### src/design/pstt_pkg.sv
// Shared types and constants of the periodic software timer table.
package pstt_pkg;

  localparam int NUM_SLOTS_DEF = 32;

  localparam int TYPE_W   = 2;
  localparam int PERIOD_W = 32;
  localparam int SLOT_W   = 5;
  localparam int RATE_W   = 20;
  localparam int ACC_W    = 21;
  localparam int MS_W     = 10;
  localparam int CNT_W    = 32;
  localparam int MASK_W   = 32;
  localparam int QCNT_W   = 4;

  localparam logic [ACC_W-1:0]  MS_PER_SECOND = ACC_W'(1000);
  localparam logic [RATE_W-1:0] DEFAULT_RATE  = RATE_W'(1000);

  // Request codes
  localparam logic [TYPE_W-1:0] REQ_TICK   = 2'd0;
  localparam logic [TYPE_W-1:0] REQ_ADD    = 2'd1;
  localparam logic [TYPE_W-1:0] REQ_REMOVE = 2'd2;

  // Status codes
  localparam logic STATUS_OK   = 1'b0;
  localparam logic STATUS_FULL = 1'b1;

  typedef struct packed {
    logic [TYPE_W-1:0]   req_type;
    logic [PERIOD_W-1:0] period_ms;
    logic [SLOT_W-1:0]   slot;
  } req_t;

  typedef struct packed {
    logic                status;
    logic [SLOT_W-1:0]   slot_given;
    logic [MASK_W-1:0]   fired_mask;
    logic [MS_W-1:0]     ms_elapsed;
    logic [CNT_W-1:0]    ms_count;
  } rsp_t;

endpackage

### src/design/periodic_soft_timer_table_unit.sv
// Top level of the periodic software timer table: slot memories, divider and slot walk.
//
// A word is accepted on a rising edge with start high and busy low; exactly one
// result word follows, shown on rsp for one cycle with done high. The receiver
// cannot stall, so rsp is valid only in that cycle and must be captured then.
// Add, remove, unused codes and ticks that pass no millisecond answer with
// done on the cycle after acceptance and keep busy low. A tick that passes
// milliseconds runs a restoring divider (one quotient bit at a time, most
// significant first; the quotient never exceeds 1000), then walks the slot
// memories once, one entry per cycle through the synchronous read port, and
// then drains the last read-modify-write before done. The free-slot search
// for an add reads the in-use flags only. cfg_we writes tick_rate_hz and
// clears the rate accumulator; a rate of zero is used as 1000. Write the rate
// only while busy is low.
module periodic_soft_timer_table_unit #(
  parameter int NUM_SLOTS = pstt_pkg::NUM_SLOTS_DEF
) (
  input  logic                         clk,
  input  logic                         rst,
  input  logic                         start,
  output logic                         busy,
  input  pstt_pkg::req_t               req,
  input  logic                         cfg_we,
  input  logic [pstt_pkg::RATE_W-1:0]  cfg_wdata,
  output logic                         done,
  output pstt_pkg::rsp_t               rsp
);

  localparam int IDX_W = (NUM_SLOTS > 1) ? $clog2(NUM_SLOTS) : 1;
  localparam logic [IDX_W-1:0] LAST_IDX = IDX_W'(NUM_SLOTS - 1);
  localparam int SHIFT_W = pstt_pkg::RATE_W + pstt_pkg::MS_W;

  typedef enum logic [3:0] {
    ST_IDLE  = 4'b0001,
    ST_DIV   = 4'b0010,
    ST_WALK  = 4'b0100,
    ST_DRAIN = 4'b1000
  } state_t;

  state_t state;

  // Control and architectural registers
  logic [pstt_pkg::RATE_W-1:0]  tick_rate_hz;
  logic [pstt_pkg::ACC_W-1:0]   rate_acc;
  logic [pstt_pkg::CNT_W-1:0]   ms_total;
  logic [NUM_SLOTS-1:0]         in_use;
  logic [pstt_pkg::QCNT_W-1:0]  div_cnt;
  logic [IDX_W-1:0]             walk_idx;
  logic                         chk_valid;
  logic [IDX_W-1:0]             chk_idx;

  // Working registers of one tick
  logic [pstt_pkg::ACC_W-1:0]   rem;
  logic [pstt_pkg::MS_W-1:0]    quot;
  logic [pstt_pkg::MS_W-1:0]    ms;
  logic [NUM_SLOTS-1:0]         fired;

  // Slot memories
  logic [pstt_pkg::PERIOD_W-1:0] time_left_mem [NUM_SLOTS];
  logic [pstt_pkg::PERIOD_W-1:0] reload_mem    [NUM_SLOTS];
  logic [pstt_pkg::PERIOD_W-1:0] tl_rdata;
  logic [pstt_pkg::PERIOD_W-1:0] rl_rdata;
  logic                          tl_we;
  logic [IDX_W-1:0]              tl_waddr;
  logic [pstt_pkg::PERIOD_W-1:0] tl_wdata;

  // Combinational helpers
  logic [pstt_pkg::RATE_W-1:0]  eff_rate;
  logic [pstt_pkg::ACC_W-1:0]   acc_sum;
  logic [SHIFT_W-1:0]           div_shift;
  logic [pstt_pkg::ACC_W-1:0]   rem_next;
  logic [pstt_pkg::MS_W-1:0]    quot_next;
  logic                         full;
  logic [IDX_W-1:0]             free_idx;
  logic                         accept;
  logic                         add_take;
  logic                         rm_hit;
  logic                         chk_hit;
  logic                         chk_fire;

  assign busy   = (state != ST_IDLE);
  assign accept = start && (state == ST_IDLE);

  assign eff_rate = (tick_rate_hz == '0) ? pstt_pkg::DEFAULT_RATE : tick_rate_hz;
  assign acc_sum  = rate_acc + pstt_pkg::MS_PER_SECOND;

  // One quotient bit per cycle, most significant first
  always_comb begin
    div_shift = SHIFT_W'(eff_rate) << div_cnt;
    rem_next  = rem;
    quot_next = quot;
    if (SHIFT_W'(rem) >= div_shift) begin
      rem_next           = rem - div_shift[pstt_pkg::ACC_W-1:0];
      quot_next[div_cnt] = 1'b1;
    end
  end

  // Lowest free slot
  always_comb begin
    full     = &in_use;
    free_idx = '0;
    for (int i = NUM_SLOTS - 1; i >= 0; i--) begin
      if (!in_use[i]) free_idx = IDX_W'(i);
    end
  end

  assign add_take = accept && (req.req_type == pstt_pkg::REQ_ADD) && !full;
  assign rm_hit   = ({1'b0, req.slot} < (pstt_pkg::SLOT_W + 1)'(NUM_SLOTS))
                    && in_use[req.slot[IDX_W-1:0]];

  // Slot check on the data read in the previous cycle
  assign chk_hit  = chk_valid && in_use[chk_idx];
  assign chk_fire = !(tl_rdata > pstt_pkg::PERIOD_W'(ms));

  always_comb begin
    tl_we    = add_take || chk_hit;
    tl_waddr = add_take ? free_idx : chk_idx;
    if (add_take) begin
      tl_wdata = req.period_ms;
    end else if (chk_fire) begin
      tl_wdata = rl_rdata;
    end else begin
      tl_wdata = tl_rdata - pstt_pkg::PERIOD_W'(ms);
    end
  end

  always_ff @(posedge clk) begin
    if (tl_we) time_left_mem[tl_waddr] <= tl_wdata;
    tl_rdata <= time_left_mem[walk_idx];
  end

  always_ff @(posedge clk) begin
    if (add_take) reload_mem[free_idx] <= req.period_ms;
    rl_rdata <= reload_mem[walk_idx];
  end

  // Sequencer and control state
  always_ff @(posedge clk) begin
    if (rst) begin
      state        <= ST_IDLE;
      tick_rate_hz <= pstt_pkg::DEFAULT_RATE;
      rate_acc     <= '0;
      ms_total     <= '0;
      in_use       <= '0;
      div_cnt      <= '0;
      walk_idx     <= '0;
      chk_valid    <= 1'b0;
      chk_idx      <= '0;
      done         <= 1'b0;
    end else begin
      done      <= 1'b0;
      chk_valid <= 1'b0;
      if (cfg_we) begin
        tick_rate_hz <= cfg_wdata;
        rate_acc     <= '0;
      end
      case (state)
        ST_IDLE: begin
          walk_idx <= '0;
          if (accept) begin
            case (req.req_type)
              pstt_pkg::REQ_TICK: begin
                if (acc_sum < pstt_pkg::ACC_W'(eff_rate)) begin
                  rate_acc <= acc_sum;
                  done     <= 1'b1;
                end else begin
                  div_cnt <= pstt_pkg::QCNT_W'(pstt_pkg::MS_W - 1);
                  state   <= ST_DIV;
                end
              end
              pstt_pkg::REQ_ADD: begin
                if (!full) in_use[free_idx] <= 1'b1;
                done <= 1'b1;
              end
              pstt_pkg::REQ_REMOVE: begin
                if (rm_hit) in_use[req.slot[IDX_W-1:0]] <= 1'b0;
                done <= 1'b1;
              end
              default: begin
                done <= 1'b1;
              end
            endcase
          end
        end
        ST_DIV: begin
          if (div_cnt == '0) begin
            rate_acc <= rem_next;
            ms_total <= ms_total + pstt_pkg::CNT_W'(quot_next);
            state    <= ST_WALK;
          end else begin
            div_cnt <= div_cnt - 1'b1;
          end
        end
        ST_WALK: begin
          // Issue read of walk_idx; its check runs next cycle
          chk_valid <= 1'b1;
          chk_idx   <= walk_idx;
          if (walk_idx == LAST_IDX) begin
            state <= ST_DRAIN;
          end else begin
            walk_idx <= walk_idx + 1'b1;
          end
        end
        ST_DRAIN: begin
          done  <= 1'b1;
          state <= ST_IDLE;
        end
        default: begin
          state <= ST_IDLE;
        end
      endcase
    end
  end

  // Divider and walk payload
  always_ff @(posedge clk) begin
    if (state == ST_IDLE) begin
      rem   <= acc_sum;
      quot  <= '0;
      fired <= '0;
    end else if (state == ST_DIV) begin
      rem  <= rem_next;
      quot <= quot_next;
      if (div_cnt == '0) ms <= quot_next;
    end
    if (chk_hit && chk_fire) fired[chk_idx] <= 1'b1;
  end

  // Result word
  always_ff @(posedge clk) begin
    rsp.status     <= pstt_pkg::STATUS_OK;
    rsp.slot_given <= '0;
    rsp.fired_mask <= '0;
    rsp.ms_elapsed <= '0;
    rsp.ms_count   <= ms_total;
    if (accept && (req.req_type == pstt_pkg::REQ_ADD)) begin
      if (full) begin
        rsp.status <= pstt_pkg::STATUS_FULL;
      end else begin
        rsp.slot_given <= pstt_pkg::SLOT_W'(free_idx);
      end
    end
    if (state == ST_DRAIN) begin
      // Fold in the last slot's check, which lands at this same edge
      rsp.fired_mask <= pstt_pkg::MASK_W'(fired)
                        | (pstt_pkg::MASK_W'(chk_hit && chk_fire) << chk_idx);
      rsp.ms_elapsed <= ms;
    end
  end

endmodule

### config.mk
export PLATFORM = sky130hd
export DESIGN_NAME = periodic_soft_timer_table_unit
export DESIGN_NICKNAME = d
export VERILOG_FILES = /design/src/design/pstt_pkg.sv /design/src/design/periodic_soft_timer_table_unit.sv
export SDC_FILE = /design/constraint.sdc
export NUM_CORES = 2
export LEC_CHECK = 0
export BUFFER_PORTS_ARGS = -buffer_cell sky130_fd_sc_hd__buf_2
export CORE_MARGIN = 2
export CORE_UTILIZATION = 63
export DETAILED_ROUTE_END_ITERATION = 7
export PLACE_DENSITY = 0.79
export RECOVER_POWER = 50
export SYNTH_ARGS = -nofsm -noshare
export SYNTH_HDL_FRONTEND = slang
export SYNTH_SLANG_ARGS = --single-unit
### constraint.sdc
create_clock -name clk -period 9.5 [get_ports clk]
set_clock_uncertainty 0.1 [all_clocks]
set_input_delay 2.375 -clock clk [delete_from_list [all_inputs] [get_ports clk]]
set_output_delay 2.375 -clock clk [all_outputs]
set_load 0.02 [all_outputs]
Word-level counts from Yosys, hierarchy flattened. Memory sizes are Yosys's and may differ from the RTL's. A register that Yosys moved wholly into a read port is not among the register bits. Index checks and enable logic that the tools add are counted.

Output and inout bits: 82. Bits in registers: 278. Memory bits (writable): 2048. Memories kept: 2. Memory bits (read-only): 0. Bits in latches: 0. Logic and storage cells: 177.

$lt $le $gt $ge: 11. Divide/modulo/power cells: 0. Multiplexer cells: 86. Add/subtract/negate cells: 6. Shift operators: 2. Bitwise gates (word level): 8. Reduce and logical (&&, ||, !) cells: 26. Equality and inequality tests: 17. Multiply operators: 0.

Memory list: reload_mem (words 32, bits a word 32, rd ports 1, clocked after memory_dff 1, write ports 1, line periodic_soft_timer_table_unit.sv:60) `logic [pstt_pkg::PERIOD_W-1:0] reload_mem [NUM_SLOTS];`; time_left_mem (words 32, bits a word 32, rd ports 1, clocked after memory_dff 1, write ports 1, line periodic_soft_timer_table_unit.sv:59) `logic [pstt_pkg::PERIOD_W-1:0] time_left_mem [NUM_SLOTS];`.

Operators by type and width (count): two-way mux 32 bit (6); two-way mux 5 bit (34); two-way mux 21 bit (8); OR 32 bit (3); one-hot mux 32 bit (2 select lines) (1); one-hot mux 21 bit (2 select lines) (1); two-way mux 4 bit (9); adder 32 x 10 -> 32 bit (1); AND 32 bit (1); greater-than comparator 32 x 10 -> 1 bit (1); inverter 32 bit (1); AND reduction 32 bit (1); << shifter 1 x 5 -> 32 bit (1); subtractor 32 x 10 -> 32 bit (1); greater-or-equal comparator 21 x 30 -> 1 bit (1); << shifter 20 x 4 -> 30 bit (1); adder 21 x 10 -> 21 bit, second input constant (1); < comparator 21 x 20 -> 1 bit (1); subtractor 21 bit (1); zero test 20 bit (1); two-way mux 20 bit (1); < comparator 5 x 6 -> 1 bit, second input constant (3); != test 2 bit, second input constant (8); demux 1 bit (select 5 bit) (3); 34 further kinds (66).

Depth between registers and ports, before layout.
Word-level depth: 39. Mapped depth: 31. Mapped depth without buffers: 26.

Worst setup path after synthesis. No wires, ideal clock.

Path type: flip-flop to flip-flop. Start point: register div_cnt[1] in the netlist's numbering. End point: register ms_total[31] in the netlist's numbering. Clock period less this slack: 6.633 ns. Setup slack: 2.867 ns. Arrival time: 6.406 ns. Buffers on the path: 5. Required time: 9.272 ns. Cell stages (with the launch flop): 29. Cell sequence: dfxtp_1 > clkbuf_1 > clkbuf_1 > clkbuf_1 > buf_1 > nand2_1 > o211a_1 > a21oi_1 > mux2i_1 > or2_2 > ha_1 > o21ai_0 > o21ai_0 > a22oi_1 > a31oi_1 > o22ai_1 > a211oi_1 > buf_2 > and2_1 > a21o_1 > ha_1 > a21o_1 > a21o_1 > a2111oi_0 > o311ai_0 > a31oi_1 > nor4_1 > xnor2_1 > nor2_1.

Cells in the longest elaborated chain, start to end: 7. Elaborated cells on any way between the ends: 12.

RTL lines: start: declaration (line periodic_soft_timer_table_unit.sv:47) `logic [pstt_pkg::QCNT_W-1:0] div_cnt;`; start signal: assignment (line periodic_soft_timer_table_unit.sv:167) `div_cnt <= pstt_pkg::QCNT_W'(pstt_pkg::MS_W - 1);`; start signal: assignment (line periodic_soft_timer_table_unit.sv:191) `div_cnt <= div_cnt - 1'b1;`; parallel branches: the longest is 5 deep, another holds greater-or-equal comparator 21 x 30 -> 1 bit; two-way mux 10 bit (*) (line periodic_soft_timer_table_unit.sv:92) `if (SHIFT_W'(rem) >= div_shift) begin`; net quot_next (one bit) (line periodic_soft_timer_table_unit.sv:72) `logic [pstt_pkg::MS_W-1:0] quot_next;`; adder 32 x 10 -> 32 bit (*) (line periodic_soft_timer_table_unit.sv:188) `ms_total <= ms_total + pstt_pkg::CNT_W'(quot_next);`; end signal: assignment (line periodic_soft_timer_table_unit.sv:188); end: declaration (line periodic_soft_timer_table_unit.sv:45) `logic [pstt_pkg::CNT_W-1:0] ms_total;`.

Mark *: on every way through the listed nets, which the timed path passes. A chain may end at the register's enable or synchronous reset.

Worst setup path after layout.
Start point: register state[3]. End point: memory time_left_mem[10][11] in the netlist's numbering (enable).

Cells in the longest elaborated chain, start to end: 7. Elaborated cells on any way between the ends: 8.

RTL lines: start: declaration (line periodic_soft_timer_table_unit.sv:40) `state_t state;`; start signal: assignment (line periodic_soft_timer_table_unit.sv:140) `state <= ST_IDLE;`; start signal: assignment (line periodic_soft_timer_table_unit.sv:168) `state <= ST_DIV;`; start signal: assignment (line periodic_soft_timer_table_unit.sv:189) `state <= ST_WALK;`; equality test 4 x 1 -> 1 bit (*) (line periodic_soft_timer_table_unit.sv:82) `assign accept = start && (state == ST_IDLE);`; logical AND 1 bit (*) (line periodic_soft_timer_table_unit.sv:82); logical AND 1 bit (*) (2 in a row) (line periodic_soft_timer_table_unit.sv:107) `assign add_take = accept && (req.req_type == pstt_pkg::REQ_ADD) && !full;`; logical OR 1 bit (line periodic_soft_timer_table_unit.sv:116) `tl_we = add_take || chk_hit;`; two-way mux 1 bit (line periodic_soft_timer_table_unit.sv:128) `if (tl_we) time_left_mem[tl_waddr] <= tl_wdata;`; two-way mux 1 bit (not written as such) (line periodic_soft_timer_table_unit.sv:128); end: declaration (line periodic_soft_timer_table_unit.sv:59).

Mark *: on every way between the ends. The rest lies on a longest branch, timed or not.

==> impl_metrics.tcl <==
set metrics [dict create \
    p_int_mw 17.5 \
    critPathMaxFanout 23 \
    hold_path.class "flip-flop to flip-flop" \
    maxCapViolCount 30 \
    ant_nets 0 \
    synth_top_family_by_area "multiplexers" \
    ys_seq_elements 2390 \
    tightestPinTransition_ns 3.94 \
    pwr-share-comb_pct 10.3 \
    yosysSeqAreaShare_pct 72.1 \
    vias 53200 \
    crit_required_ns 9.86 \
    synth_edf_count 2079 \
    wire_per_inst_um 34.8 \
    final_max_slew_viol_count 1108 \
    crit_path_start_kind "flip-flop" \
    grt_usage_pct 34.1 \
    core_um2 150000 \
    synth_nets 5165 \
    end_kind "flip-flop" \
    crit_type "flip-flop to flip-flop" \
    cts_hold_buffers 0 \
    synthXorXnorAreaFrac_pct 0.680 \
    crit_slowest_cell "a21oi_1" \
    pre_cts_slack_ns 1.45 \
    multi_input_area_um2 25700 \
    clkPwrFrac_pct 38.3 \
    dp_hpwl_um 132000 \
    yosys.area_share.simple_pct 4.07 \
    globalplace.congestion 0.892 \
    period_share_pct 95.4 \
    drcViolationCount 0 \
    floorplan.rows 142 \
    cts.sinks 2390 \
    finalInstanceArea_um2 106000 \
    async_flop_share_pct 0 \
    power_switching_mw 5.72 \
    crit_chain "nor4b_1 -> clkbuf_1 -> nand4b_1 -> a21oi_1 -> clkbuf_1 -> nor2_1 -> a211o_1 -> nor2_1 -> buf_4" \
    period_needed_ns 9.06 \
    grt_pass1_wl_um 371000 \
    area_growth_pct 11.2 \
    drive_gt1_share_pct 23.2 \
    postLayoutSetupSlackWorst_ns 0.440 \
    start_util_pct 63.5 \
    tritoncts "yes" \
    postCtsSetupBuffers 0 \
    gr-total-overflow 0 \
    cts.htree.levels 4 \
    nFillCells 8759 \
    path_clk_slew_ns 0.06 \
    tns_ns 0 \
    max_clock_freq_mhz 110 \
    syn_area_per_cell_um2 18.9 \
    die_w_um 393 \
    netlist_area_um2 95200 \
    synth-compound-area-share_pct 3.75 \
    dr.pass1.iters 6 \
    cellLeakagePower_nw 32.7 \
    ys_types 79 \
    die_h_um 393 \
    finalHoldViolations 0 \
    netlist_instances 5032 \
    antenna_found_initial 12 \
    synth-main-ff-cell "edfxtp_1" \
    p_sw_share_pct 24.6 \
    max-slew-margin-rel_pct -162 \
    setup_viol 0 \
    p_total_mw 23.2 \
    ctsRootBufferMaster "clkbuf_16" \
    drtIter0Drc 7756 \
    placed_area_um2 99100 \
    violations "max-capacitance violations, max-slew violations" \
    ir_drop_uv 188 \
    grt_pass1_vias 52400 \
    design.die.area_um2 154000 \
    wl_um 260000 \
    clock_latency_ns 0.88 \
    ctsResizeCount 0 \
    clk_path_buf_depth 3 \
    status "finished with violations" \
    grt_max_degree 168 \
    yosys_warnings 0 \
    max_stage_delay_ns 1.87 \
    power_density_nw_per_um2 219 \
    io_pins 145 \
    fin_nets 5394 \
    viasPerCell 7.11 \
    port-buffer-count 144 \
    crit_arrival_ns 9.42 \
    seq_area_um2 68700 \
    utilization_pct 70.6 \
    muxShareOfSynthArea_pct 17.1 \
    rsz0062_at_grt "false" \
    numCtsBuffers 221 \
    sequentialPowerShare_pct 51.3 \
    synth_fa_ha_area_share_pct 0.943 \
]
registers in the layout, indices dropped and copies added (netlist names), 10 cells and up:
register	count
ms	10
in_use	32
ms_total	32
fired	32
time_left_mem	1024
rate_acc	21
tick_rate_hz	20
rem	21
rsp	80
quot	10
tl_rdata	32
rl_rdata	32
reload_mem	1024
power groups by stage:
stage                     clock network [mW]  logic [mW]  registers [mW]
after floorplan                            0        1.58            12.1
after global placement                     0        2.33            12.1
after detailed placement                   0        2.36            12.1
after CTS                               8.95        2.38            11.9
after global routing                    9.31        2.58            11.9
final                                   8.89        2.40            11.9
cells by family after synthesis:
logic type | Yosys count
mux | 790
fa+ha+maj | 70
flops | 2390
simple gates | 815
buf+inv | 347
xor+xnor | 74
compound gates | 546
routing by layer:
layer	wire length, µm	GRT usage [%]	vias to the layer above
li1	-	-	21000
met3	31600	8.67	767
met1	90800	45.9	27200
met4	13100	15.0	10
met5	55	0	-
met2	124000	53.4	4211
per-stage QoR:
step	cells	hold WS, ns
after CTS	7472	0.267
after floorplan	5032	0.250
final	7478	0.269
after global routing	7477	0.278
after detailed placement	7053	0.260
after global placement	7053	0.266
critical path, delay by kind of cell, from the launching register on:
| kind | cells | cell delay, ns |
|---|---|---|
| AO/OA/AOI/OAI | 2 | 2.49 |
| flip-flops | 1 | 0.34 |
| buffers and inverters | 3 | 2.54 |
| AND/OR/NAND/NOR | 4 | 3.12 |
cells in the final DEF (no fill, tap or decap), types with 40 or more instances in the layout:
master / n
a21oi_1: 122
buf_4: 83
clkbuf_1: 208
clkbuf_16: 223
clkinv_2: 41
dfxtp_1: 307
edfxtp_1: 2079
ha_1: 67
inv_1: 70
mux2_2: 47
mux2i_1: 55
mux4_2: 661
nand2_1: 229
nand3_1: 49
nor2_1: 199
nor2b_1: 40
nor3_1: 59
o21ai_0: 141
o31ai_1: 40
xnor2_1: 57
synth_stat cells, types with 11 or more instances:
master | count | area share [%]
nor2_1 | 238 | 0.94
xor2_1 | 17 | 0.16
nand3b_1 | 13 | 0.10
mux4_2 | 661 | 16
xnor2_1 | 57 | 0.52
o21ai_0 | 138 | 0.73
and2_1 | 15 | 0.099
clkbuf_1 | 215 | 0.85
and3_1 | 22 | 0.14
nand4_1 | 26 | 0.17
nand2_1 | 229 | 0.90
mux2_2 | 74 | 0.87
ha_1 | 67 | 0.88
a211o_1 | 12 | 0.11
or2_2 | 16 | 0.11
a21o_1 | 25 | 0.20
a211oi_1 | 28 | 0.22
a21oi_1 | 122 | 0.64
buf_1 | 44 | 0.17
o22ai_1 | 13 | 0.085
edfxtp_1 | 2079 | 66
dfxtp_1 | 311 | 6.5
nor4_1 | 19 | 0.12
or3_1 | 22 | 0.14
a31oi_1 | 30 | 0.20
inv_1 | 79 | 0.31
o21ai_2 | 11 | 0.10
nor2b_1 | 40 | 0.26
o31ai_1 | 40 | 0.32
nand2b_1 | 30 | 0.20
mux2i_1 | 55 | 0.58
o21a_1 | 20 | 0.16
nand3_1 | 49 | 0.26
nor3_1 | 66 | 0.35
o32ai_1 | 14 | 0.13
final cells by class:
class,instances,share of cell area [%]
flip-flops and latches,2390,64.9
multi-input cells,2295,24.2
clock buffers,307,5.80
well taps,2016,2.38
repair buffers,274,1.37
clock inverters,112,1.07
inverters,79,0.280
diodes,5,0.0118
final timing paths:
check	start	to	slack [ns]	depth (start not counted)
min	ms_total[31]	rsp[31]	0.27	0
min reg2reg	ms_total[31]	rsp[31]	0.27	0
max reg2reg	state[3]	time_left_mem[10][11]	0.44	9
max	state[3]	time_left_mem[10][11]	0.44	9
Power figures use the tool's default switching activity.
